==> src/rtl/kvd_pkg.sv <==
`timescale 1ns / 1ps
// ----------------------------------------------------------------------------
// kvd_pkg
// Shared types and codes of the key/value record block deframer.
// ----------------------------------------------------------------------------
package kvd_pkg;

    // Field widths of the channels
    localparam int KIND_W  = 2;
    localparam int BYTE_W  = 8;
    localparam int LEN_W   = 17;
    localparam int RKIND_W = 3;
    localparam int SEQ_W   = 64;
    localparam int ECODE_W = 3;

    // Input item kinds
    localparam logic [KIND_W-1:0] KIND_FIRST = 2'd0;
    localparam logic [KIND_W-1:0] KIND_NEXT  = 2'd1;
    localparam logic [KIND_W-1:0] KIND_DATA  = 2'd2;
    localparam logic [KIND_W-1:0] KIND_END   = 2'd3;

    // Result kinds
    localparam logic [RKIND_W-1:0] RES_KEY    = 3'd0;
    localparam logic [RKIND_W-1:0] RES_VALUE  = 3'd1;
    localparam logic [RKIND_W-1:0] RES_RECORD = 3'd2;
    localparam logic [RKIND_W-1:0] RES_ERROR  = 3'd3;
    localparam logic [RKIND_W-1:0] RES_ENDED  = 3'd4;

    // Format error codes
    localparam logic [ECODE_W-1:0] ERR_KLEN = 3'd0;
    localparam logic [ECODE_W-1:0] ERR_KEY  = 3'd1;
    localparam logic [ECODE_W-1:0] ERR_VLEN = 3'd2;
    localparam logic [ECODE_W-1:0] ERR_VAL  = 3'd3;
    localparam logic [ECODE_W-1:0] ERR_TOMB = 3'd4;
    localparam logic [ECODE_W-1:0] ERR_SEQ  = 3'd5;

    // Record field sizes in bytes
    localparam int LEN_BYTES  = 4;
    localparam int TOMB_BYTES = 1;
    localparam int SEQ_BYTES  = 8;

    // Width of the fit compares: a 32-bit length plus the record trailer
    localparam int CMP_W = 34;

    // Command queue between front and back
    localparam int QUEUE_DEPTH = 4;
    localparam int QPTR_W      = $clog2(QUEUE_DEPTH);
    localparam int QCNT_W      = $clog2(QUEUE_DEPTH + 1);

    // Classified input item; len is already clamped to the block limit
    typedef struct packed {
        logic [KIND_W-1:0] op;
        logic [BYTE_W-1:0] data;
        logic [LEN_W-1:0]  len;
        logic              len_zero;
    } t_cmd;

    // Queue head as seen by the back end
    typedef struct packed {
        logic valid;
        t_cmd cmd;
    } t_head;

    // One result item
    typedef struct packed {
        logic [RKIND_W-1:0] kind;
        logic [BYTE_W-1:0]  data;
        logic               last;
        logic               tomb;
        logic [SEQ_W-1:0]   seq;
        logic [ECODE_W-1:0] code;
    } t_res;

endpackage

==> src/rtl/kvd_if.sv <==
`timescale 1ns / 1ps
// ----------------------------------------------------------------------------
// kvd_in_if / kvd_out_if
// Valid/ready channels for input items and result items.
// ----------------------------------------------------------------------------
interface kvd_in_if import kvd_pkg::*; ();
    logic              valid;
    logic              ready;
    logic [KIND_W-1:0] kind;
    logic [BYTE_W-1:0] data_byte;
    logic [LEN_W-1:0]  block_len;

    modport source (output valid, output kind, output data_byte, output block_len,
                    input ready);
    modport sink   (input valid, input kind, input data_byte, input block_len,
                    output ready);
endinterface

interface kvd_out_if import kvd_pkg::*; ();
    logic               valid;
    logic               ready;
    logic [RKIND_W-1:0] result_kind;
    logic [BYTE_W-1:0]  out_byte;
    logic               last_byte;
    logic               tombstone;
    logic [SEQ_W-1:0]   sequence_res;
    logic [ECODE_W-1:0] error_code;

    modport source (output valid, output result_kind, output out_byte,
                    output last_byte, output tombstone, output sequence_res,
                    output error_code, input ready);
    modport sink   (input valid, input result_kind, input out_byte,
                    input last_byte, input tombstone, input sequence_res,
                    input error_code, output ready);
endinterface

==> src/rtl/kv_record_block_deframer.sv <==
`timescale 1ns / 1ps
// ----------------------------------------------------------------------------
// kv_record_block_deframer
// Parses length-prefixed key/value records out of a stream of table blocks.
// ----------------------------------------------------------------------------
// Usage:
//   i_in carries one item per transfer: a block start (first or following,
//   with its byte length), one data byte, or the end of the table.
//   o_out carries key bytes, value bytes, record-complete results with the
//   tombstone flag and 64-bit sequence number, format errors and the
//   iteration-ended marker. At most one result per input item.
//   i_cfg_valid/i_cfg_big_endian set the byte order of the length and
//   sequence fields; write it only while the block is idle. o_cfg_ready is 1.
// Timing:
//   An accepted item enters a four-entry command queue; the parser takes the
//   queue head and loads the result register, so a result reaches o_out
//   through the queue and the result register. Throughput is one item per
//   cycle while o_out is not stalled. When o_out stalls, the parser holds
//   and the queue fills; i_in.ready drops once four items wait. Reset
//   empties the queue, drops any pending result, returns the parser to
//   idle and selects little endian.
// ----------------------------------------------------------------------------
module kv_record_block_deframer import kvd_pkg::*; #(
    parameter int MAX_BLOCK_BYTES = 65536
) (
    input  logic       i_clk,
    input  logic       i_rst_n,
    kvd_in_if.sink     i_in,
    kvd_out_if.source  o_out,
    input  logic       i_cfg_valid,
    output logic       o_cfg_ready,
    input  logic       i_cfg_big_endian
);

    logic  r_big_endian;
    logic  push;
    logic  full;
    logic  pop;
    t_cmd  cmd;
    t_head head;
    logic  out_valid;
    t_res  res;

    // Configuration register
    assign o_cfg_ready = 1'b1;

    always_ff @(posedge i_clk) begin
        if (!i_rst_n) begin
            r_big_endian <= 1'b0;
        end else if (i_cfg_valid) begin
            r_big_endian <= i_cfg_big_endian;
        end
    end

    kvd_front #(
        .MAX_BLOCK_BYTES(MAX_BLOCK_BYTES)
    ) u_front (
        .i_in   (i_in),
        .i_full (full),
        .o_push (push),
        .o_cmd  (cmd)
    );

    kvd_queue u_queue (
        .i_clk   (i_clk),
        .i_rst_n (i_rst_n),
        .i_push  (push),
        .i_cmd   (cmd),
        .o_full  (full),
        .i_pop   (pop),
        .o_head  (head)
    );

    kvd_back #(
        .MAX_BLOCK_BYTES(MAX_BLOCK_BYTES)
    ) u_back (
        .i_clk        (i_clk),
        .i_rst_n      (i_rst_n),
        .i_big_endian (r_big_endian),
        .i_head       (head),
        .o_pop        (pop),
        .i_out_ready  (o_out.ready),
        .o_out_valid  (out_valid),
        .o_res        (res)
    );

    // Drive the result channel
    assign o_out.valid        = out_valid;
    assign o_out.result_kind  = res.kind;
    assign o_out.out_byte     = res.data;
    assign o_out.last_byte    = res.last;
    assign o_out.tombstone    = res.tomb;
    assign o_out.sequence_res = res.seq;
    assign o_out.error_code   = res.code;

endmodule

==> src/rtl/kvd_front.sv <==
`timescale 1ns / 1ps
// ----------------------------------------------------------------------------
// kvd_front
// Accepts input items, clamps block lengths and pushes commands to the queue.
// ----------------------------------------------------------------------------
module kvd_front import kvd_pkg::*; #(
    parameter int MAX_BLOCK_BYTES = 65536
) (
    kvd_in_if.sink i_in,
    input  logic   i_full,
    output logic   o_push,
    output t_cmd   o_cmd
);

    localparam int BLK_W = $clog2(MAX_BLOCK_BYTES + 1);
    localparam int LW    = (BLK_W > LEN_W) ? BLK_W : LEN_W;

    logic [LW-1:0]    len_ext;
    logic [LW-1:0]    max_ext;
    logic [LEN_W-1:0] len_clamped;

    // Accept whenever the queue has room
    assign i_in.ready = !i_full;
    assign o_push     = i_in.valid && !i_full;

    // Clamp oversized block lengths to the block limit
    assign len_ext     = LW'(i_in.block_len);
    assign max_ext     = LW'(MAX_BLOCK_BYTES);
    assign len_clamped = (len_ext > max_ext) ? LEN_W'(max_ext) : i_in.block_len;

    always_comb begin
        o_cmd.op       = i_in.kind;
        o_cmd.data     = i_in.data_byte;
        o_cmd.len      = len_clamped;
        o_cmd.len_zero = (i_in.block_len == '0);
    end

endmodule

==> src/rtl/kvd_queue.sv <==
`timescale 1ns / 1ps
// ----------------------------------------------------------------------------
// kvd_queue
// Short command FIFO that decouples the front end from the parser.
// ----------------------------------------------------------------------------
module kvd_queue import kvd_pkg::*; (
    input  logic  i_clk,
    input  logic  i_rst_n,
    input  logic  i_push,
    input  t_cmd  i_cmd,
    output logic  o_full,
    input  logic  i_pop,
    output t_head o_head
);

    t_cmd              r_mem [QUEUE_DEPTH];
    logic [QPTR_W-1:0] r_wr;
    logic [QPTR_W-1:0] r_rd;
    logic [QCNT_W-1:0] r_cnt;
    logic              do_pop;

    assign o_full      = (r_cnt == QCNT_W'(QUEUE_DEPTH));
    assign o_head.valid = (r_cnt != '0);
    assign o_head.cmd   = r_mem[r_rd];
    assign do_pop       = i_pop && (r_cnt != '0);

    // Store pushed commands
    always_ff @(posedge i_clk) begin
        if (i_push) begin
            r_mem[r_wr] <= i_cmd;
        end
    end

    // Advance pointers and count
    always_ff @(posedge i_clk) begin
        if (!i_rst_n) begin
            r_wr  <= '0;
            r_rd  <= '0;
            r_cnt <= '0;
        end else begin
            if (i_push) begin
                r_wr <= r_wr + 1'b1;
            end
            if (do_pop) begin
                r_rd <= r_rd + 1'b1;
            end
            if (i_push && !do_pop) begin
                r_cnt <= r_cnt + 1'b1;
            end else if (!i_push && do_pop) begin
                r_cnt <= r_cnt - 1'b1;
            end
        end
    end

endmodule

==> src/rtl/kvd_back.sv <==
`timescale 1ns / 1ps
// ----------------------------------------------------------------------------
// kvd_back
// Record parser: walks the record fields, checks fits, registers results.
// ----------------------------------------------------------------------------
module kvd_back import kvd_pkg::*; #(
    parameter int MAX_BLOCK_BYTES = 65536
) (
    input  logic  i_clk,
    input  logic  i_rst_n,
    input  logic  i_big_endian,
    input  t_head i_head,
    output logic  o_pop,
    input  logic  i_out_ready,
    output logic  o_out_valid,
    output t_res  o_res
);

    localparam int BLK_W = $clog2(MAX_BLOCK_BYTES + 1);
    localparam int LW    = (BLK_W > LEN_W) ? BLK_W : LEN_W;

    // Parser phases
    localparam logic [2:0] PH_IDLE = 3'd0;
    localparam logic [2:0] PH_KLEN = 3'd1;
    localparam logic [2:0] PH_KEY  = 3'd2;
    localparam logic [2:0] PH_VLEN = 3'd3;
    localparam logic [2:0] PH_VAL  = 3'd4;
    localparam logic [2:0] PH_TOMB = 3'd5;
    localparam logic [2:0] PH_SEQ  = 3'd6;
    localparam logic [2:0] PH_END  = 3'd7;

    logic [2:0]       r_phase, n_phase;
    logic [BLK_W-1:0] r_blk, n_blk;
    logic [BLK_W-1:0] r_fld, n_fld;
    logic [2:0]       r_idx, n_idx;
    logic [SEQ_W-1:0] r_acc, n_acc;
    logic             r_tomb, n_tomb;
    logic             r_err, n_err;
    logic             r_out_valid, n_out_valid;
    t_res             r_res;

    logic             take;
    logic             fire;
    t_res             res;
    t_cmd             cmd;
    logic [BLK_W-1:0] len_blk;
    logic [BLK_W-1:0] blk_dec;
    logic [SEQ_W-1:0] acc_le;
    logic [SEQ_W-1:0] acc_nxt;
    logic [CMP_W-1:0] fld_len;
    logic [CMP_W-1:0] blk_room;
    logic             fld_last;
    logic             stopped;

    assign cmd         = i_head.cmd;
    assign take        = i_head.valid && (!r_out_valid || i_out_ready);
    assign o_pop       = take;
    assign o_out_valid = r_out_valid;
    assign o_res       = r_res;

    assign len_blk  = BLK_W'(LW'(cmd.len));
    assign blk_dec  = r_blk - 1'b1;
    assign fld_last = (r_fld == BLK_W'(1));
    assign stopped  = r_err || (r_phase == PH_IDLE) || (r_phase == PH_END);

    // Merge the incoming byte into the length or sequence accumulator
    always_comb begin
        acc_le = r_acc;
        for (int i = 0; i < SEQ_BYTES; i++) begin
            if (r_idx == 3'(i)) begin
                acc_le[8*i +: 8] = r_acc[8*i +: 8] | cmd.data;
            end
        end
        acc_nxt = i_big_endian ? {r_acc[SEQ_W-9:0], cmd.data} : acc_le;
    end

    assign fld_len  = CMP_W'(acc_nxt[31:0]);
    assign blk_room = CMP_W'(blk_dec);

    // Decode one command into next state and result
    always_comb begin
        n_phase = r_phase;
        n_blk   = r_blk;
        n_fld   = r_fld;
        n_idx   = r_idx;
        n_acc   = r_acc;
        n_tomb  = r_tomb;
        n_err   = r_err;
        fire    = 1'b0;
        res     = '0;

        if (take) begin
            case (cmd.op)
                KIND_FIRST, KIND_NEXT: begin
                    if (cmd.op == KIND_FIRST || !stopped) begin
                        n_err = (cmd.op == KIND_FIRST) ? 1'b0 : r_err;
                        n_blk = len_blk;
                        if (cmd.len_zero) begin
                            n_phase  = PH_END;
                            fire     = 1'b1;
                            res.kind = RES_ENDED;
                        end else begin
                            n_phase = PH_KLEN;
                            n_fld   = BLK_W'(LEN_BYTES);
                            n_idx   = '0;
                            n_acc   = '0;
                            n_tomb  = 1'b0;
                        end
                    end
                end
                KIND_DATA: begin
                    if (!stopped && r_blk != '0) begin
                        if (r_phase == PH_KLEN && r_fld == BLK_W'(LEN_BYTES) &&
                            r_blk < BLK_W'(LEN_BYTES)) begin
                            n_err    = 1'b1;
                            fire     = 1'b1;
                            res.kind = RES_ERROR;
                            res.code = ERR_KLEN;
                        end else begin
                            n_blk = blk_dec;
                            case (r_phase)
                                PH_KLEN: begin
                                    n_acc = acc_nxt;
                                    n_fld = r_fld - 1'b1;
                                    n_idx = r_idx + 1'b1;
                                    if (fld_last) begin
                                        n_acc = '0;
                                        n_idx = '0;
                                        if (fld_len > blk_room) begin
                                            n_err    = 1'b1;
                                            fire     = 1'b1;
                                            res.kind = RES_ERROR;
                                            res.code = ERR_KEY;
                                        end else if (fld_len + CMP_W'(LEN_BYTES) > blk_room) begin
                                            n_err    = 1'b1;
                                            fire     = 1'b1;
                                            res.kind = RES_ERROR;
                                            res.code = ERR_VLEN;
                                        end else if (fld_len == '0) begin
                                            n_phase = PH_VLEN;
                                            n_fld   = BLK_W'(LEN_BYTES);
                                        end else begin
                                            n_phase = PH_KEY;
                                            n_fld   = BLK_W'(fld_len);
                                        end
                                    end
                                end
                                PH_KEY, PH_VAL: begin
                                    n_fld    = r_fld - 1'b1;
                                    fire     = 1'b1;
                                    res.kind = (r_phase == PH_KEY) ? RES_KEY : RES_VALUE;
                                    res.data = cmd.data;
                                    res.last = fld_last;
                                    if (fld_last) begin
                                        n_acc = '0;
                                        n_idx = '0;
                                        if (r_phase == PH_KEY) begin
                                            n_phase = PH_VLEN;
                                            n_fld   = BLK_W'(LEN_BYTES);
                                        end else begin
                                            n_phase = PH_TOMB;
                                            n_fld   = BLK_W'(TOMB_BYTES);
                                        end
                                    end
                                end
                                PH_VLEN: begin
                                    n_acc = acc_nxt;
                                    n_fld = r_fld - 1'b1;
                                    n_idx = r_idx + 1'b1;
                                    if (fld_last) begin
                                        n_acc = '0;
                                        n_idx = '0;
                                        if (fld_len > blk_room) begin
                                            n_err    = 1'b1;
                                            fire     = 1'b1;
                                            res.kind = RES_ERROR;
                                            res.code = ERR_VAL;
                                        end else if (fld_len + CMP_W'(TOMB_BYTES) > blk_room) begin
                                            n_err    = 1'b1;
                                            fire     = 1'b1;
                                            res.kind = RES_ERROR;
                                            res.code = ERR_TOMB;
                                        end else if (fld_len + CMP_W'(TOMB_BYTES + SEQ_BYTES) >
                                                     blk_room) begin
                                            n_err    = 1'b1;
                                            fire     = 1'b1;
                                            res.kind = RES_ERROR;
                                            res.code = ERR_SEQ;
                                        end else if (fld_len == '0) begin
                                            n_phase = PH_TOMB;
                                            n_fld   = BLK_W'(TOMB_BYTES);
                                        end else begin
                                            n_phase = PH_VAL;
                                            n_fld   = BLK_W'(fld_len);
                                        end
                                    end
                                end
                                PH_TOMB: begin
                                    n_tomb  = (cmd.data != '0);
                                    n_phase = PH_SEQ;
                                    n_fld   = BLK_W'(SEQ_BYTES);
                                    n_acc   = '0;
                                    n_idx   = '0;
                                end
                                PH_SEQ: begin
                                    n_acc = acc_nxt;
                                    n_fld = r_fld - 1'b1;
                                    n_idx = r_idx + 1'b1;
                                    if (fld_last) begin
                                        fire     = 1'b1;
                                        res.kind = RES_RECORD;
                                        res.tomb = r_tomb;
                                        res.seq  = acc_nxt;
                                        n_phase  = PH_KLEN;
                                        n_fld    = BLK_W'(LEN_BYTES);
                                        n_acc    = '0;
                                        n_idx    = '0;
                                        n_tomb   = 1'b0;
                                    end
                                end
                                default: begin
                                end
                            endcase
                        end
                    end
                end
                KIND_END: begin
                    if (!r_err && r_phase != PH_END) begin
                        n_phase  = PH_END;
                        n_blk    = '0;
                        fire     = 1'b1;
                        res.kind = RES_ENDED;
                    end
                end
                default: begin
                end
            endcase
        end
    end

    // Hold a result until the receiver takes it; replace it on a new command
    assign n_out_valid = take ? fire : (r_out_valid && !i_out_ready);

    always_ff @(posedge i_clk) begin
        if (take) begin
            r_res <= res;
        end
    end

    always_ff @(posedge i_clk) begin
        if (!i_rst_n) begin
            r_phase     <= PH_IDLE;
            r_blk       <= '0;
            r_fld       <= '0;
            r_idx       <= '0;
            r_acc       <= '0;
            r_tomb      <= 1'b0;
            r_err       <= 1'b0;
            r_out_valid <= 1'b0;
        end else begin
            r_phase     <= n_phase;
            r_blk       <= n_blk;
            r_fld       <= n_fld;
            r_idx       <= n_idx;
            r_acc       <= n_acc;
            r_tomb      <= n_tomb;
            r_err       <= n_err;
            r_out_valid <= n_out_valid;
        end
    end

endmodule

==> src/flat_wrapper.sv <==
// flat-port wrapper written by rule: the top's interface ports become plain ports
module kv_record_block_deframer_flat import kvd_pkg::*;
#(
    parameter int MAX_BLOCK_BYTES = 65536
)
  (i_clk, i_rst_n, i_cfg_valid, o_cfg_ready, i_cfg_big_endian, i_in_valid, i_in_kind, i_in_data_byte, i_in_block_len, i_in_ready, o_out_valid, o_out_result_kind, o_out_out_byte, o_out_last_byte, o_out_tombstone, o_out_sequence_res, o_out_error_code, o_out_ready);
  kvd_in_if i_in_i ();
  kvd_out_if o_out_i ();
  input  logic i_clk;
  input  logic i_rst_n;
  input  logic i_cfg_valid;
  output logic o_cfg_ready;
  input  logic i_cfg_big_endian;
  input wire logic [$bits(i_in_i.valid)-1:0] i_in_valid;
  input wire logic [$bits(i_in_i.kind)-1:0] i_in_kind;
  input wire logic [$bits(i_in_i.data_byte)-1:0] i_in_data_byte;
  input wire logic [$bits(i_in_i.block_len)-1:0] i_in_block_len;
  output wire logic [$bits(i_in_i.ready)-1:0] i_in_ready;
  output wire logic [$bits(o_out_i.valid)-1:0] o_out_valid;
  output wire logic [$bits(o_out_i.result_kind)-1:0] o_out_result_kind;
  output wire logic [$bits(o_out_i.out_byte)-1:0] o_out_out_byte;
  output wire logic [$bits(o_out_i.last_byte)-1:0] o_out_last_byte;
  output wire logic [$bits(o_out_i.tombstone)-1:0] o_out_tombstone;
  output wire logic [$bits(o_out_i.sequence_res)-1:0] o_out_sequence_res;
  output wire logic [$bits(o_out_i.error_code)-1:0] o_out_error_code;
  input wire logic [$bits(o_out_i.ready)-1:0] o_out_ready;
  assign i_in_i.valid = i_in_valid;
  assign i_in_i.kind = i_in_kind;
  assign i_in_i.data_byte = i_in_data_byte;
  assign i_in_i.block_len = i_in_block_len;
  assign i_in_ready = i_in_i.ready;
  assign o_out_valid = o_out_i.valid;
  assign o_out_result_kind = o_out_i.result_kind;
  assign o_out_out_byte = o_out_i.out_byte;
  assign o_out_last_byte = o_out_i.last_byte;
  assign o_out_tombstone = o_out_i.tombstone;
  assign o_out_sequence_res = o_out_i.sequence_res;
  assign o_out_error_code = o_out_i.error_code;
  assign o_out_i.ready = o_out_ready;
  kv_record_block_deframer #(.MAX_BLOCK_BYTES(MAX_BLOCK_BYTES)) u_core (.i_clk(i_clk), .i_rst_n(i_rst_n), .i_in(i_in_i), .o_out(o_out_i), .i_cfg_valid(i_cfg_valid), .o_cfg_ready(o_cfg_ready), .i_cfg_big_endian(i_cfg_big_endian));
endmodule
==> config.mk <==
export PLATFORM = sky130hd
export DESIGN_NAME = kv_record_block_deframer_flat
export DESIGN_NICKNAME = d
export VERILOG_FILES = /design/src/rtl/kvd_pkg.sv /design/src/rtl/kvd_if.sv /design/src/rtl/kv_record_block_deframer.sv /design/src/rtl/kvd_front.sv /design/src/rtl/kvd_queue.sv /design/src/rtl/kvd_back.sv /design/src/flat_wrapper.sv
export SDC_FILE = /design/constraint.sdc
export NUM_CORES = 1
export LEC_CHECK = 0
export BUFFER_PORTS_ARGS = -buffer_cell sky130_fd_sc_hd__buf_2
export CAP_MARGIN = 20
export CORE_UTILIZATION = 48
export CTS_BUF_LIST = sky130_fd_sc_hd__clkbuf_8
export DETAILED_ROUTE_END_ITERATION = 12
export GPL_TIMING_DRIVEN = 0
export PLACE_DENSITY = 0.63
export SYNTH_ARGS = -nofsm -noshare
export SYNTH_HDL_FRONTEND = slang
export SYNTH_SLANG_ARGS = --single-unit
export TNS_END_PERCENT = 1
==> constraint.sdc <==
create_clock -name i_clk -period 17.35 [get_ports i_clk]
set_clock_uncertainty 0.05 [all_clocks]
set_input_delay 4.3375 -clock i_clk [delete_from_list [all_inputs] [get_ports i_clk]]
set_output_delay 4.3375 -clock i_clk [all_outputs]
set_load 0.02 [all_outputs]
# Word level (Yosys, flattened, before mapping)
# Memory sizes are Yosys's and may differ from the RTL's. A register that Yosys moved wholly into a read port is not among the register bits.
# Index checks and enable logic that the tools add are counted.
dict set report totals {
  regBits 195
  mem_bits_rw 112
  output_inout_bits 83
  n_memories 1
}
# memory depth word_bits rd rd_clocked_by_memory_dff wr line_no
set mem_list {}
lappend mem_list {u_core.u_queue.r_mem 4 28 1 1 1 kvd_queue.sv:16} ;# t_cmd r_mem [QUEUE_DEPTH];
dict set report classes {
  addsub 10
  order_cmp 6
  n_eq_ne 44
  mux 139
  bitwise_logic 13
  n_reduce_logical 43
}
# operator n
set ops {}
lappend ops {{two-way mux 64 bit} 7}
lappend ops {{two-way mux 17 bit} 20}
lappend ops {{case mux 64 bit (3 select lines)} 1}
lappend ops {{two-way mux 65 bit} 2}
lappend ops {{case mux 64 bit (2 select lines)} 1}
lappend ops {{> comparator 33 x 17 -> 1 bit} 3}
lappend ops {{two-way mux 3 bit} 33}
lappend ops {{case mux 17 bit (5 select lines)} 1}
lappend ops {{two-way mux 80 bit} 1}
lappend ops {{two-way mux 74 bit} 1}
lappend ops {{two-way mux 8 bit} 8}
lappend ops {{OR 8 bit} 8}
lappend ops {{case mux 17 bit (3 select lines)} 1}
lappend ops {{two-way mux 1 bit} 35}
lappend ops {{logical NOT 34 bit} 1}
lappend ops {{case mux 17 bit (2 select lines)} 1}
lappend ops {{subtractor 17 x 1 -> 17 bit (second input constant)} 2}
lappend ops {{adder 32 x 1 -> 33 bit (second input constant)} 1}
lappend ops {{adder 32 x 3 -> 33 bit (second input constant)} 1}
lappend ops {{adder 32 x 4 -> 33 bit (second input constant)} 1}
lappend ops {{> comparator 32 x 17 -> 1 bit} 1}
lappend ops {{inequality test 3 bit (second input constant)} 10}
lappend ops {{== test 3 bit (second input constant)} 9}
lappend ops {{case mux 3 bit (3 select lines)} 3}
lappend ops {{other kinds (47)} 103}

# Longest topological paths before layout
# Gate-level depths: netlist of run 1.
dict set report depth {
  word_depth 14
  ltp_mapped 29
  depth_no_buf 25
}

# Modules after synthesis
# A second synthesis of run 1 with hierarchy kept.
dict set report hier_totals {
  hier_cells 1915
  hier_area_um2 18594.1
}
# mod instances cells_each area_each_um2 seq_area_each_um2
set modules_own_cells {}
lappend modules_own_cells {kvd_back 1 1683 13665.6 4544.4}
lappend modules_own_cells {kvd_queue 1 189 4566.9 3543.4}
lappend modules_own_cells {kvd_front 1 38 314.1 0.0}
lappend modules_own_cells {kv_record_block_deframer 1 5 47.5 20.0}

# Worst setup path after synthesis of run 1
# No wires, ideal clock.
dict set report synth_path {
  kind {input -> register}
  start {in o_out_ready}
  end {reg u_core.u_back.r_acc[20]}
  t_arrival_ns 10.180
  required_ns 17.185
  path_slack_ns 7.004
  path_stages 9
  cell_sequence {nor2b_1 -> nor2_1 -> o221ai_1 -> a21oi_1 -> nand2_1 -> clkbuf_1 -> buf_1 -> a21oi_1 -> nor2b_1}
}
dict set report synth_between {
  elab_chain_cells 3
}
# item line_no
set synth_rtl {}
lappend synth_rtl {{start: declaration} flat_wrapper.sv:26} ;# input wire logic [$bits(o_out_i.ready)-1:0] o_out_ready;
lappend synth_rtl {{logical OR 1 bit} kvd_back.sv:56} ;# assign take = i_head.valid && (!r_out_valid || i_out_ready);
lappend synth_rtl {{logical AND 1 bit} kvd_back.sv:56}
lappend synth_rtl {{via u_core.pop} kv_record_block_deframer.sv:38} ;# logic pop;
lappend synth_rtl {{AND reduction 8 bit (no line)} n/a}
lappend synth_rtl {{end signal: assignment} kvd_back.sv:265} ;# r_acc <= n_acc;
lappend synth_rtl {{end: declaration} kvd_back.sv:36} ;# logic [SEQ_W-1:0] r_acc, n_acc;
# The timed path passes the listed nets, and every way through them passes these cells.
# A chain may end at the register's enable or synchronous reset.

# Worst setup path after layout of run 1
dict set report layout_path {
  start {reg u_core.u_back.r_idx[0]}
  end {reg u_core.u_back.r_res, in the netlist u_core.u_back.o_res[1] (data pin)}
}
dict set report layout_between {
  elab_chain_cells 9
}
# item line_no
set layout_rtl {}
lappend layout_rtl {{start: declaration} kvd_back.sv:35} ;# logic [2:0] r_idx, n_idx;
lappend layout_rtl {{start signal: assignment} kvd_back.sv:264} ;# r_idx <= n_idx;
lappend layout_rtl {{logical NOT 3 bit (*)} kvd_back.sv:70} ;# if (r_idx == 3'(i)) begin
lappend layout_rtl {{two-way mux 8 bit (*)} kvd_back.sv:70}
lappend layout_rtl {{two-way mux 64 bit (*)} kvd_back.sv:74} ;# acc_nxt = i_big_endian ? {r_acc[SEQ_W-9:0], cmd.data} : acc_le;
lappend layout_rtl {{via u_core.u_back.acc_nxt[3]} kvd_back.sv:49} ;# logic [SEQ_W-1:0] acc_nxt;
lappend layout_rtl {{adder 32 x 1 -> 33 bit or adder 32 x 3 -> 33 bit (tied branches)} {kvd_back.sv:178, kvd_back.sv:134}}
lappend layout_rtl {{> comparator 33 x 17 -> 1 bit (on tied branches)} {kvd_back.sv:178, kvd_back.sv:134}}
lappend layout_rtl {{two-way mux 3 bit or two-way mux 2 bit (tied branches)} {kvd_back.sv:178, kvd_back.sv:134}}
lappend layout_rtl {{two-way mux 3 bit or two-way mux 2 bit (tied branches)} {kvd_back.sv:173, kvd_back.sv:129}}
lappend layout_rtl {{two-way mux 3 bit or two-way mux 2 bit (tied branches)} {kvd_back.sv:170, kvd_back.sv:126}}
lappend layout_rtl {{case mux 3 bit (2 select lines) (*)} kvd_back.sv:121} ;# case (r_phase)
lappend layout_rtl {{end signal: assignment} kvd_back.sv:246} ;# r_res <= res;
lappend layout_rtl {{end: declaration} kvd_back.sv:40} ;# t_res r_res;
# Mark *: on every way through the listed nets, which the timed path passes. The rest lies on a longest branch.

==> results of run 1 <==
## cells by family (layout without fill, tap and decap cells)
logic type | after synthesis | after routing | synth area share (%)
other cells | 1 | 1 | 0.0201
mux | 96 | 96 | 7.28
xor+xnor | 88 | 88 | 4.14
fa+ha+maj | 85 | 85 | 5.75
flops | 309 | 309 | 43.5
simple gates | 746 | 746 | 20.5
buf+inv | 165 | 386 | 3.71
compound gates | 443 | 443 | 15.1
## power by group through the flow
stage / clock, mW / sequential (mW) / combinational, mW
after floorplan: 0 / 1.16 / 1.15
after global placement: 0 / 1.06 / 1.81
after detailed placement: 0 / 1.04 / 1.85
after CTS: 0.626 / 1.03 / 1.86
after global routing: 0.656 / 1.04 / 2.04
final: 0.612 / 1.03 / 1.88
## sequential cells by signal, indices dropped and copies added, names as in the netlist, named ones only
name                       count
u_core.u_queue.r_mem         112
u_core.u_back.o_res           80
u_core.u_back.r_acc           64
u_core.u_back.r_blk           17
u_core.u_back.r_fld           17
u_core.u_back.r_idx            3
u_core.u_back.r_phase          3
u_core.u_queue.r_cnt           3
u_core.u_queue.r_rd            2
u_core.u_queue.r_wr            2
u_core.r_big_endian            1
u_core.u_back.o_out_valid      1
u_core.u_back.r_err            1
u_core.u_back.r_tomb           1
## per-stage QoR
step / worst slack (ps) / cell area (um2) / hold WS, ps
after detailed placement: 9680 / 19900 / 447
after CTS: 9650 / 20900 / 463
after global placement: 4130 / 19800 / 441
after global routing: 9160 / 20900 / 483
after floorplan: 7000 / 18600 / 420
final: 9290 / 20900 / 464
## layout make-up
cell class	instances	area share, %
Sequential cell	309	38.8
Multi-Input combinational cell	1459	47.1
Inverter	44	0.790
Timing Repair Buffer	119	3.02
Buffer	121	2.51
Clock inverter	45	0.982
Tap cell	511	3.06
Clock buffer	57	3.75
## critical path, delay by kind of cell (launching register included)
kind / cells / cell delay (ps)
simple gates: 5 / 1990
xor+xnor: 1 / 160
compound gates: 7 / 2940
fa+ha+maj: 3 / 870
mux: 1 / 230
flops: 1 / 360
buf+inv: 5 / 1150
## path summary, 6_finish.rpt
check,depth (start not counted),startpoint,slack (ps),endpoint
min reg2reg,2,u_core.u_back.r_acc[59],460,u_core.u_back.r_acc[59]
max,22,u_core.u_back.r_idx[0],9290,u_core.u_back.o_res[1]
max reg2reg,22,u_core.u_back.r_idx[0],9290,u_core.u_back.o_res[1]
min,2,u_core.u_back.r_acc[59],460,u_core.u_back.r_acc[59]
## cells in the final DEF (no fill, tap or decap), types with 7 or more instances in the layout
master / Yosys / final
sky130_fd_sc_hd__a21o_1: 28 / 28
sky130_fd_sc_hd__nor4_1: 34 / 34
sky130_fd_sc_hd__nand2b_1: 24 / 24
sky130_fd_sc_hd__inv_1: 41 / 63
sky130_fd_sc_hd__or2_2: 7 / 7
sky130_fd_sc_hd__buf_4: 7 / 9
sky130_fd_sc_hd__o21ai_0: 58 / 58
sky130_fd_sc_hd__clkinv_2: 0 / 12
sky130_fd_sc_hd__o31ai_1: 8 / 8
sky130_fd_sc_hd__clkbuf_1: 81 / 81
sky130_fd_sc_hd__nand3_1: 35 / 35
sky130_fd_sc_hd__o221ai_1: 11 / 11
sky130_fd_sc_hd__mux2_2: 25 / 25
sky130_fd_sc_hd__nand4_1: 30 / 30
sky130_fd_sc_hd__ha_1: 84 / 84
sky130_fd_sc_hd__and2_1: 17 / 17
sky130_fd_sc_hd__mux2i_1: 41 / 41
sky130_fd_sc_hd__buf_1: 19 / 19
sky130_fd_sc_hd__o21a_1: 13 / 13
sky130_fd_sc_hd__buf_2: 11 / 126
sky130_fd_sc_hd__a21oi_1: 204 / 204
sky130_fd_sc_hd__and3_1: 21 / 17
sky130_fd_sc_hd__nand2_1: 116 / 116
sky130_fd_sc_hd__or3_1: 14 / 14
sky130_fd_sc_hd__o211a_1: 14 / 14
sky130_fd_sc_hd__nor2_1: 200 / 199
sky130_fd_sc_hd__a211oi_1: 7 / 7
sky130_fd_sc_hd__clkinv_1: 2 / 8
sky130_fd_sc_hd__mux4_2: 29 / 29
sky130_fd_sc_hd__nor3_1: 103 / 103
sky130_fd_sc_hd__xor2_1: 18 / 18
sky130_fd_sc_hd__dfxtp_1: 117 / 117
sky130_fd_sc_hd__nor2b_1: 108 / 108
sky130_fd_sc_hd__or4_1: 8 / 8
sky130_fd_sc_hd__edfxtp_1: 192 / 192
sky130_fd_sc_hd__o211ai_1: 24 / 24
sky130_fd_sc_hd__xnor2_1: 70 / 70
sky130_fd_sc_hd__clkbuf_8: 0 / 57
## routing by layer
| layer | routed length, um | global-route usage, % | vias up |
|---|---|---|---|
| met5 | 0 | 0 | - |
| met4 | 2100 | 11.7 | 0 |
| met3 | 3960 | 4.82 | 131 |
| met2 | 28500 | 51.1 | 656 |
| met1 | 26200 | 40.9 | 7937 |
| li1 | - | - | 7502 |
==> impl_results.rst, run 1 <==
.. list-table::
   :header-rows: 1

   * - Metric
     - Value
   * - Number of synthesized flops with an enable pin
     - 192
   * - Placed wire-length estimate after detailed placement
     - around 46000 um
   * - Slowest stage delay, CP
     - 950 ps
   * - Final weighted congestion in routability-driven placement
     - 0.977
   * - Final cycle utilization of the critical path
     - 46.5%
   * - Die Width
     - around 200 um
   * - CP Data Arrival Time
     - 8350 ps
   * - Slew Limit Headroom
     - 17.8%
   * - Total Die Area
     - 0.0396 mm2
   * - Maximum fanout along the worst path
     - 10
   * - Class of the most critical hold timing path
     - flip-flop to flip-flop
   * - Number of instances in the synthesized netlist
     - 1933
   * - Synth top area share
     - 31.0%
   * - Power density normalized to cell area
     - 169 mW/mm2
   * - Final Non-Filler Cells
     - 2665
   * - Detail Route Antenna Nets
     - 0
   * - Effective utilization at floorplan
     - 49.1%
   * - Total Nets Final
     - 2226
   * - Grt ovf
     - 0
   * - Switching share of power
     - 46.2%
   * - Number of antenna violations at the first check in global routing
     - 0
   * - Static Leak
     - 7.84 nW
   * - Resize count post-CTS
     - 0
   * - Required time of the critical path
     - 17640 ps
   * - Share of cells above drive strength 1
     - 14.2%
   * - Kind of critical path
     - flip-flop to flip-flop
   * - Status
     - completed
   * - Total negative slack for setup checks
     - 0 ps
   * - Proportion of power drawn by the clock network
     - 17.4%
   * - Cell types with the highest counts after synthesis
     - sky130_fd_sc_hd__a21oi_1, sky130_fd_sc_hd__nor2_1, sky130_fd_sc_hd__edfxtp_1
   * - Cts-stage hold buffer count
     - 0
   * - Sort of element at the end of the critical path
     - flip-flop
   * - Signed area change from the synthesized netlist to the final layout
     - 12.2%
   * - Critical-path top delay cell
     - sky130_fd_sc_hd__nor3_1
   * - Clock insertion delay at the later pin of the skew report
     - 640 ps
   * - First-pass GRT wire length
     - 92100 um
   * - Critical Path, Cell by Cell
     - inv_1, ha_1, nor2b_1, clkbuf_1, or2_2, clkbuf_1, a21oi_1, inv_1, ha_1, inv_1, nor3_1, xnor2_1, ha_1, nand4_1, nor4_1, mux2_2, a31oi_1, a311oi_1, o2111ai_1, a221o_1, o21ai_0, a211oi_1
   * - Drt initial violations
     - 1282
   * - Register share of total power
     - 29.1%
   * - Post-synth top flop
     - sky130_fd_sc_hd__edfxtp_1
   * - Maximum buffer depth of the clock tree
     - 3
   * - Post-synthesis cell type with the largest combined area
     - sky130_fd_sc_hd__edfxtp_1
   * - FF+latch count, synth
     - 309
   * - Final Max Tran Viols
     - 0
   * - Number of ports placed on the die boundary
     - 116
   * - Part of the total power dissipated in combinational logic
     - 53.5%
   * - Final number of setup-violating endpoints
     - 0
   * - Syn Nets
     - 2051
   * - Average wire per cell in the routed design
     - approximately 23 um
   * - Count of input and output buffers
     - 114
   * - Maximum capacitance violations
     - 0
   * - Total wire length after detailed routing
     - roughly 60000 um
   * - Setup repair after global routing missed its margin
     - false
   * - Total Routing Usage GR
     - between 30% and 40%
   * - Area of the placeable core
     - 0.0379 mm2
   * - # DRC
     - 0
   * - Crit path launch type
     - flip-flop
   * - H-tree level count
     - 2
   * - Vert. Die Dim
     - 199 um
   * - Root Buffer
     - sky130_fd_sc_hd__clkbuf_8
   * - Overall power consumption
     - ~3.5 mW
   * - Number of warnings reported in the yosys synthesis log
     - 0
   * - Number of global-route vias before repair
     - 15619
   * - Total via count after detailed routing
     - between 15000 and 20000
   * - Power dissipated by switching net loads
     - roughly 1.6 mW
   * - Pin slew with the least headroom to its limit
     - 1230 ps
   * - Total area of sequential cells
     - 0.00811 mm2
   * - Setup fix buffers added after clock tree synthesis
     - 0
   * - Share of the core filled with cells in the final layout
     - 55.1%
   * - IR Drop Worst-Case VDD
     - 103 uV
   * - Detailed-routing iteration count for the pre-antenna-repair pass
     - 6
   * - Clock Sinks
     - about 310
   * - Post-synth ARST share
     - 0%
   * - Count of inserted antenna diode cells
     - 0
   * - Filler Cells Inserted
     - 3490
   * - Sequential share of the synthesized area
     - 43.5%
   * - Final critical-path required period
     - 8060 ps
   * - Maximum frequency from static timing analysis
     - approximately 120 MHz
   * - Number of clock buffers inserted by TritonCTS
     - 54
   * - Final-report hold violation count
     - 0
   * - FP Rows
     - 71
   * - Syn avg cell area
     - 9.64 um2
   * - Unique masters post-synth
     - 93
   * - Netlist area before placement
     - 0.0186 mm2
   * - CTS clock-pin slew for the worst setup and hold paths
     - 60 ps
   * - Design internal power
     - between 1.5 and 2 mW
   * - Vias per inst
     - between 6 and 7
   * - Area of the multi-input gates
     - 0.00984 mm2
   * - CTS tree
     - yes
   * - Pin count of the biggest net entering global routing
     - 36
   * - Number of placed instances with taps included
     - approximately 2600
   * - Cell types with the largest area share after synthesis
     - sky130_fd_sc_hd__edfxtp_1, sky130_fd_sc_hd__dfxtp_1, sky130_fd_sc_hd__ha_1, sky130_fd_sc_hd__a21oi_1, sky130_fd_sc_hd__nor2_1
   * - Most instantiated library cell after synthesis
     - sky130_fd_sc_hd__a21oi_1
Note: power is estimated with default switching activity, not from simulation.
==> inputs of run 2 (changes only) <==
Settings changed: PLACE_DENSITY 0.63 to 0.66.
Clock period 17.35 ns to 7.35 ns, I/O delays scaled along.
==> run 2 against run 1 <==
Effect of this change: count of clock-buffer cells in the layout shrank 3; utilization is 0.45 points higher; die area unchanged; setup slack worse by 9000 ps; wire length is essentially flat; via count is 0.31% lower; critical path depth grew 4; worst hold slack better by 0.97 ps; register-to-register slack lost 9000 ps.
==> impl_results.rst, run 2 (same netlist as run 1, synthesis figures left out) <==
.. list-table::
   :header-rows: 1

   * - Metric
     - Value
   * - Share of the core filled with cells in the final layout
     - 55.5%
   * - Leading cell type in the layout, fill and taps excluded
     - sky130_fd_sc_hd__a21oi_1
   * - Buf/Inv on CP
     - 4
   * - Effective utilization at floorplan
     - 49.1%
   * - Static Leak
     - 7.87 nW
   * - CP Data Arrival Time
     - 7440 ps
   * - Number of antenna violations at the first check in global routing
     - 0
   * - Number of clock buffers inserted by TritonCTS
     - 52
   * - Grt ovf
     - 0
   * - Count of input and output buffers
     - 114
   * - Final cycle utilization of the critical path
     - 96.5%
   * - Slew Limit Headroom
     - 15.6%
   * - Filler Cells Inserted
     - 3501
   * - Vias per inst
     - 6.09
   * - Slowest stage delay, CP
     - 580 ps
   * - CTS tree
     - yes
   * - Detailed-routing iteration count for the pre-antenna-repair pass
     - 10
   * - Placed wire-length estimate after detailed placement
     - about 45000 um
   * - Maximum buffer depth of the clock tree
     - 3
   * - # DRC
     - 0
   * - Total Routing Usage GR
     - 31.0%
   * - Pin slew with the least headroom to its limit
     - approximately 1300 ps
   * - CP delay by family, top
     - simple AND/OR/NAND/NOR gates
   * - Area of the placeable core
     - 0.0379 mm2
   * - Final weighted congestion in routability-driven placement
     - approximately 0.98
   * - Count of inserted antenna diode cells
     - 0
   * - Final Max Tran Viols
     - 0
   * - Final critical-path required period
     - 7100 ps
   * - Pin count of the biggest net entering global routing
     - 38
   * - Final Non-Filler Cells
     - 2658
   * - Overall power consumption
     - about 8.5 mW
   * - Total wire length after detailed routing
     - 60700 um
   * - Number of global-route vias before repair
     - approximately 15000
   * - Total via count after detailed routing
     - between 15000 and 20000
   * - Setup repair after global routing missed its margin
     - false
   * - Clock insertion delay at the later pin of the skew report
     - around 650 ps
   * - Root Buffer
     - sky130_fd_sc_hd__clkbuf_8
   * - Drt initial violations
     - 1507
   * - Sort of element at the end of the critical path
     - flip-flop
   * - Final number of setup-violating endpoints
     - 0
   * - Die Width
     - 199 um
   * - CTS clock-pin slew for the worst setup and hold paths
     - 60 ps
   * - Power density normalized to cell area
     - 405 mW/mm2
   * - Signed area change from the synthesized netlist to the final layout
     - 13.1%
   * - Number of placed instances with taps included
     - 2562
   * - Setup fix buffers added after clock tree synthesis
     - 0
   * - H-tree level count
     - 2
   * - Class of the most critical hold timing path
     - flip-flop to flip-flop
   * - Top library cells by usage in the layout, fill and taps aside
     - sky130_fd_sc_hd__a21oi_1, sky130_fd_sc_hd__nor2_1, sky130_fd_sc_hd__edfxtp_1
   * - Clock Sinks
     - 309
   * - Total Die Area
     - 0.0396 mm2
   * - Maximum fanout along the worst path
     - 10
   * - Average wire per cell in the routed design
     - 22.8 um
   * - Maximum capacitance violations
     - 0
   * - Total Nets Final
     - 2223
   * - Critical-path top delay cell
     - sky130_fd_sc_hd__or4_1
   * - FP Rows
     - 71
   * - Detail Route Antenna Nets
     - 0
   * - IR Drop Worst-Case VDD
     - 255 uV
   * - Number of ports placed on the die boundary
     - 116
   * - Kind of critical path
     - flip-flop to flip-flop
   * - Post-route cell area
     - between 0.02 and 0.025 mm2
   * - Vert. Die Dim
     - 199 um
   * - Largest register FFs
     - 112
   * - Status
     - completed
   * - First-pass GRT wire length
     - 91900 um
   * - Share of cells above drive strength 1
     - 14.6%
   * - Crit path launch type
     - flip-flop
   * - Final-report hold violation count
     - 0
   * - Largest Register
     - u_core.u_queue.r_mem
   * - Maximum frequency from static timing analysis
     - 141 MHz
   * - Required time of the critical path
     - just under 8000 ps
   * - Post-placement cell area
     - 0.0199 mm2
run 2: changes by cell type in the layout (fill, tap and decap cells not counted), moves of 2 or more:
cell,delta
sky130_fd_sc_hd__a21oi_1,-2
sky130_fd_sc_hd__nor3_2,+2
sky130_fd_sc_hd__clkbuf_8,-3
sky130_fd_sc_hd__inv_1,-11
sky130_fd_sc_hd__clkinv_1,+6
sky130_fd_sc_hd__clkinv_2,-4
sky130_fd_sc_hd__nor3_1,-2
sky130_fd_sc_hd__bufinv_16,+6
sky130_fd_sc_hd__clkinvlp_4,-2
run 2: repair_timing:
item	in CTS	in global routing
gates resized for setup	2	9
pin swaps	0	1
hold buffers	0	0
setup endpoints to repair	7	27
run 2: where the power goes:
part	switching, mW	leakage [nW]	internal (mW)
logic	2.98	4.45	1.49
registers	0.148	2.81	2.27
clock network	0.742	0.604	0.904
total	3.87	7.87	4.67
run 2: cell type report:
cell class | count | area, um2 | share of cell area, %
Buffer | 121 | 526 | 2.49
Inverter | 44 | 165 | 0.784
Tap cell | 511 | 639 | 3.03
Multi-Input combinational cell | 1459 | 9900 | 47.0
Clock buffer | 54 | 743 | 3.53
Timing Repair Buffer | 118 | 629 | 2.99
Sequential cell | 309 | 8110 | 38.5
Clock inverter | 42 | 359 | 1.70
run 2: final timing paths:
| kind | start | to | slack [ps] | cells after the start |
|---|---|---|---|---|
| worst max-delay path | u_core.u_back.r_idx[0] | u_core.u_back.o_res[78] | 250 | 26 |
| worst min register to register | u_core.u_back.r_acc[61] | u_core.u_back.r_acc[61] | 470 | 2 |
| worst max register to register | u_core.u_back.r_idx[0] | u_core.u_back.o_res[78] | 250 | 26 |
| worst min-delay path | u_core.u_back.r_acc[61] | u_core.u_back.r_acc[61] | 470 | 2 |
run 2: worst reg2reg max path, stage by stage (launching register included):
cell and delay (ps):
sky130_fd_sc_hd__dfxtp_1 410, sky130_fd_sc_hd__inv_1 100, sky130_fd_sc_hd__ha_1 220, sky130_fd_sc_hd__nor2b_1 180, sky130_fd_sc_hd__clkbuf_1 250, sky130_fd_sc_hd__or2_2 330
sky130_fd_sc_hd__clkbuf_1 190, sky130_fd_sc_hd__a22oi_2 520, sky130_fd_sc_hd__inv_1 180, sky130_fd_sc_hd__ha_1 320, sky130_fd_sc_hd__nand2_1 110, sky130_fd_sc_hd__nand3_1 250
sky130_fd_sc_hd__o211ai_1 280, sky130_fd_sc_hd__nor2_2 170, sky130_fd_sc_hd__xnor2_1 170, sky130_fd_sc_hd__ha_1 310, sky130_fd_sc_hd__nand4_1 190, sky130_fd_sc_hd__or4_1 580
sky130_fd_sc_hd__nor2_1 100, sky130_fd_sc_hd__a21oi_1 40, sky130_fd_sc_hd__o21ai_0 150, sky130_fd_sc_hd__nand4_1 150, sky130_fd_sc_hd__a211oi_1 330, sky130_fd_sc_hd__nor4b_4 430
sky130_fd_sc_hd__nand4_1 390, sky130_fd_sc_hd__a21oi_2 320, sky130_fd_sc_hd__a21oi_1 120
run 2: metal layers:
layer	GRT usage, %	vias up	part of all wire (%)
li1	-	7491	-
met4	15.2	0	5.0
met3	4.53	157	8.4
met1	42.0	7797	42
met5	0	-	0
met2	48.5	731	45
run 2: metrics by stage:
step / setup TNS [ps] / hold slack (ps) / setup slack (ps)
final: 0 / 465 / 254
after global routing: 0 / 484 / 15.0
after CTS: -0.916 / 464 / -0.916
after detailed placement: -688 / 449 / -229
after global placement: -70770 / 442 / -863
after floorplan: 0 / 420 / 1220
==> inputs of run 3 (changes only) <==
Settings changed: CTS_BUF_LIST sky130_fd_sc_hd__clkbuf_8 to sky130_fd_sc_hd__clkbuf_4.
==> run 3 against run 2 <==
Effect of this change: utilization about the same; critical path type unchanged; clock power down 3%; setup slack gained 26 ps; worst hold slack gained 3.3 ps; global-route usage rose by 0.18 points; critical path depth is 4 lower.
==> impl_results.rst, run 3 (same netlist as run 1, synthesis figures left out) <==
.. list-table::
   :header-rows: 1

   * - Metric
     - Value
   * - Status
     - completed
   * - Root Buffer
     - sky130_fd_sc_hd__clkbuf_4
   * - Total wire length after detailed routing
     - 60800 um
   * - Total Die Area
     - between 0.03 and 0.04 mm2
   * - Pin count of the biggest net entering global routing
     - 38
   * - Final Max Tran Viols
     - 0
   * - Total Nets Final
     - 2253
   * - Die Width
     - 199 um
   * - Number of ports placed on the die boundary
     - roughly 120
   * - Total negative slack for setup checks
     - 0 ps
   * - Final weighted congestion in routability-driven placement
     - 0.978
   * - Placed wire-length estimate after detailed placement
     - 45100 um
   * - Share of cells above drive strength 1
     - 16.8%
   * - Area of the placeable core
     - 0.0379 mm2
   * - Number of global-route vias before repair
     - 15635
   * - Destination of the worst hold path
     - u_core.u_back.r_acc[61]
   * - Detail Route Antenna Nets
     - 0
   * - Maximum capacitance violations
     - 0
   * - CTS tree
     - yes
   * - # DRC
     - 0
   * - Maximum fanout along the worst path
     - 10
   * - H-tree level count
     - 3
   * - Power density normalized to cell area
     - 403 mW/mm2
   * - Effective utilization at floorplan
     - 49.1%
   * - Sort of element at the end of the critical path
     - flip-flop
   * - Drt initial violations
     - 1395
   * - Setup repair after global routing missed its margin
     - false
   * - CTS clock-pin slew for the worst setup and hold paths
     - around 70 ps
   * - Internal reg-to-reg setup slack
     - 280 ps
   * - Number of cells on the worst hold path
     - 2
   * - Capture point of the worst reg-to-reg path
     - u_core.u_back.o_res[1]
   * - First-pass GRT wire length
     - 92400 um
   * - Clock Sinks
     - 309
   * - Number of antenna violations at the first check in global routing
     - 1
   * - Maximum frequency from static timing analysis
     - 141 MHz
   * - Post-placement cell area
     - roughly 0.020 mm2
   * - Number of cells traversed by the worst register-to-register path
     - 22
   * - Count of input and output buffers
     - 114
   * - Top library cells by usage in the layout, fill and taps aside
     - sky130_fd_sc_hd__a21oi_1, sky130_fd_sc_hd__nor2_1, sky130_fd_sc_hd__edfxtp_1
   * - Vias per inst
     - 6.05
   * - Clock insertion delay at the later pin of the skew report
     - 810 ps
   * - Average wire per cell in the routed design
     - ~22 um
   * - Slew Limit Headroom
     - 21.7%
   * - Signed area change from the synthesized netlist to the final layout
     - 13.2%
   * - Final number of setup-violating endpoints
     - 0
   * - Detailed-routing iteration count for the pre-antenna-repair pass
     - 5
   * - Setup fix buffers added after clock tree synthesis
     - 0
   * - Total Routing Usage GR
     - 31.2%
   * - IR Drop Worst-Case VDD
     - ~220 uV
   * - FP Rows
     - 71
   * - Number of clock buffers inserted by TritonCTS
     - 82
   * - CP Data Arrival Time
     - roughly 7500 ps
   * - Largest Register
     - u_core.u_queue.r_mem
   * - Grt ovf
     - 0
   * - Static Leak
     - 7.92 nW
   * - Required time of the critical path
     - roughly 8000 ps
   * - Total via count after detailed routing
     - 16429
   * - Final cycle utilization of the critical path
     - 96.2%
   * - Kind of critical path
     - flip-flop to flip-flop
   * - Post-route cell area
     - 0.0211 mm2
   * - Largest register FFs
     - 112
   * - Leading cell type in the layout, fill and taps excluded
     - sky130_fd_sc_hd__a21oi_1
   * - Reg-to-reg startpoint
     - u_core.u_back.r_idx[0]
   * - Class of the most critical hold timing path
     - flip-flop to flip-flop
   * - Maximum buffer depth of the clock tree
     - 3
   * - Worst min-delay path startpoint
     - u_core.u_back.r_acc[61]
   * - Vert. Die Dim
     - 199 um
   * - Pin slew with the least headroom to its limit
     - around 1100 ps
   * - Final critical-path required period
     - ~7000 ps
   * - Crit path launch type
     - flip-flop
   * - Final-report hold violation count
     - 0
[run 3: cell count changes in the layout (fill, tap and decap cells not counted)]
| cell | delta |
|---|---|
| sky130_fd_sc_hd__clkinv_2 | -2 |
| sky130_fd_sc_hd__bufinv_16 | -3 |
| sky130_fd_sc_hd__inv_8 | -1 |
| sky130_fd_sc_hd__inv_1 | -11 |
| sky130_fd_sc_hd__diode_2 | +1 |
| sky130_fd_sc_hd__clkinv_1 | +10 |
| sky130_fd_sc_hd__clkbuf_4 | +118 |
| sky130_fd_sc_hd__inv_12 | -1 |
| sky130_fd_sc_hd__clkbuf_8 | -54 |
[run 3: critical path, cell delays in order (launching register included)]
cell and delay, ps:
sky130_fd_sc_hd__dfxtp_1 350, sky130_fd_sc_hd__inv_1 90, sky130_fd_sc_hd__ha_1 160, sky130_fd_sc_hd__nor2b_1 300, sky130_fd_sc_hd__clkbuf_1 400, sky130_fd_sc_hd__or2_2 190
sky130_fd_sc_hd__clkbuf_1 280, sky130_fd_sc_hd__a21oi_2 230, sky130_fd_sc_hd__inv_1 290, sky130_fd_sc_hd__ha_1 410, sky130_fd_sc_hd__inv_1 110, sky130_fd_sc_hd__nor3_2 620
sky130_fd_sc_hd__xnor2_1 190, sky130_fd_sc_hd__ha_1 260, sky130_fd_sc_hd__a21o_1 160, sky130_fd_sc_hd__a21o_1 170, sky130_fd_sc_hd__a221oi_1 420, sky130_fd_sc_hd__a31oi_1 200
sky130_fd_sc_hd__a311oi_2 550, sky130_fd_sc_hd__o2111ai_2 430, sky130_fd_sc_hd__a221o_1 540, sky130_fd_sc_hd__o21ai_0 230, sky130_fd_sc_hd__a211oi_1 160
[run 3: what timing repair did]
action / in CTS / in global routing
hold buffers: 0 / 0
pin swaps: 0 / 1
cloned: 0 / 0
resized for setup: 2 / 9
setup endpoints to repair: 7 / 27
[run 3: worst max-delay path by stage]
stage / from / end / slack (ps) / depth (start not counted)
global placement: o_out_ready / u_core.u_back.r_acc[10] / -860 / 10
CTS: u_core.u_back.r_idx[0] / u_core.u_back.o_res[78] / 20 / 24
detailed placement: u_core.u_back.r_idx[0] / u_core.u_back.o_res[1] / -230 / 24
global route: u_core.u_back.r_idx[0] / u_core.u_back.o_res[78] / 20 / 24
finish: u_core.u_back.r_idx[0] / u_core.u_back.o_res[1] / 280 / 22
floorplan: o_out_ready / u_core.u_back.r_acc[20] / 1220 / 9
[run 3: through the flow]
stage                     utilization (%)  power, mW  hold WS, ps  std cells  setup WS, ps
after floorplan                         -       5.44          420       1933          1220
after global placement               52.3       6.74          442       2558          -863
after detailed placement             52.5       6.82          449       2562          -229
after CTS                            55.4       8.45          464       2714          17.5
after global routing                 55.6       9.01          484       2715          18.7
final                                55.6       8.49          469       2715           280
[run 3: layer usage]
| metal | GRT usage [%] | share of wire [%] |
|---|---|---|
| met2 | 48.3 | 45 |
| met5 | 0 | 0 |
| met4 | 16.8 | 5.2 |
| met1 | 41.5 | 42 |
| met3 | 5.46 | 8.3 |
[run 3: power by group]
part / internal [mW] / switching [mW] / leakage (nW)
logic: 1.49 / 2.98 / 4.45
clock network: 0.853 / 0.750 / 0.652
registers: 2.27 / 0.146 / 2.81
[run 3: layout make-up]
type                            instances  area, um2
Clock buffer                          118        886
Tap cell                              511        639
Fill cell                            3513      16900
Inverter                               44        165
Clock inverter                         34        228
Antenna cell                            1       2.50
Multi-Input combinational cell       1459       9900
Buffer                                121        526
Sequential cell                       309       8110
Timing Repair Buffer                  118        629
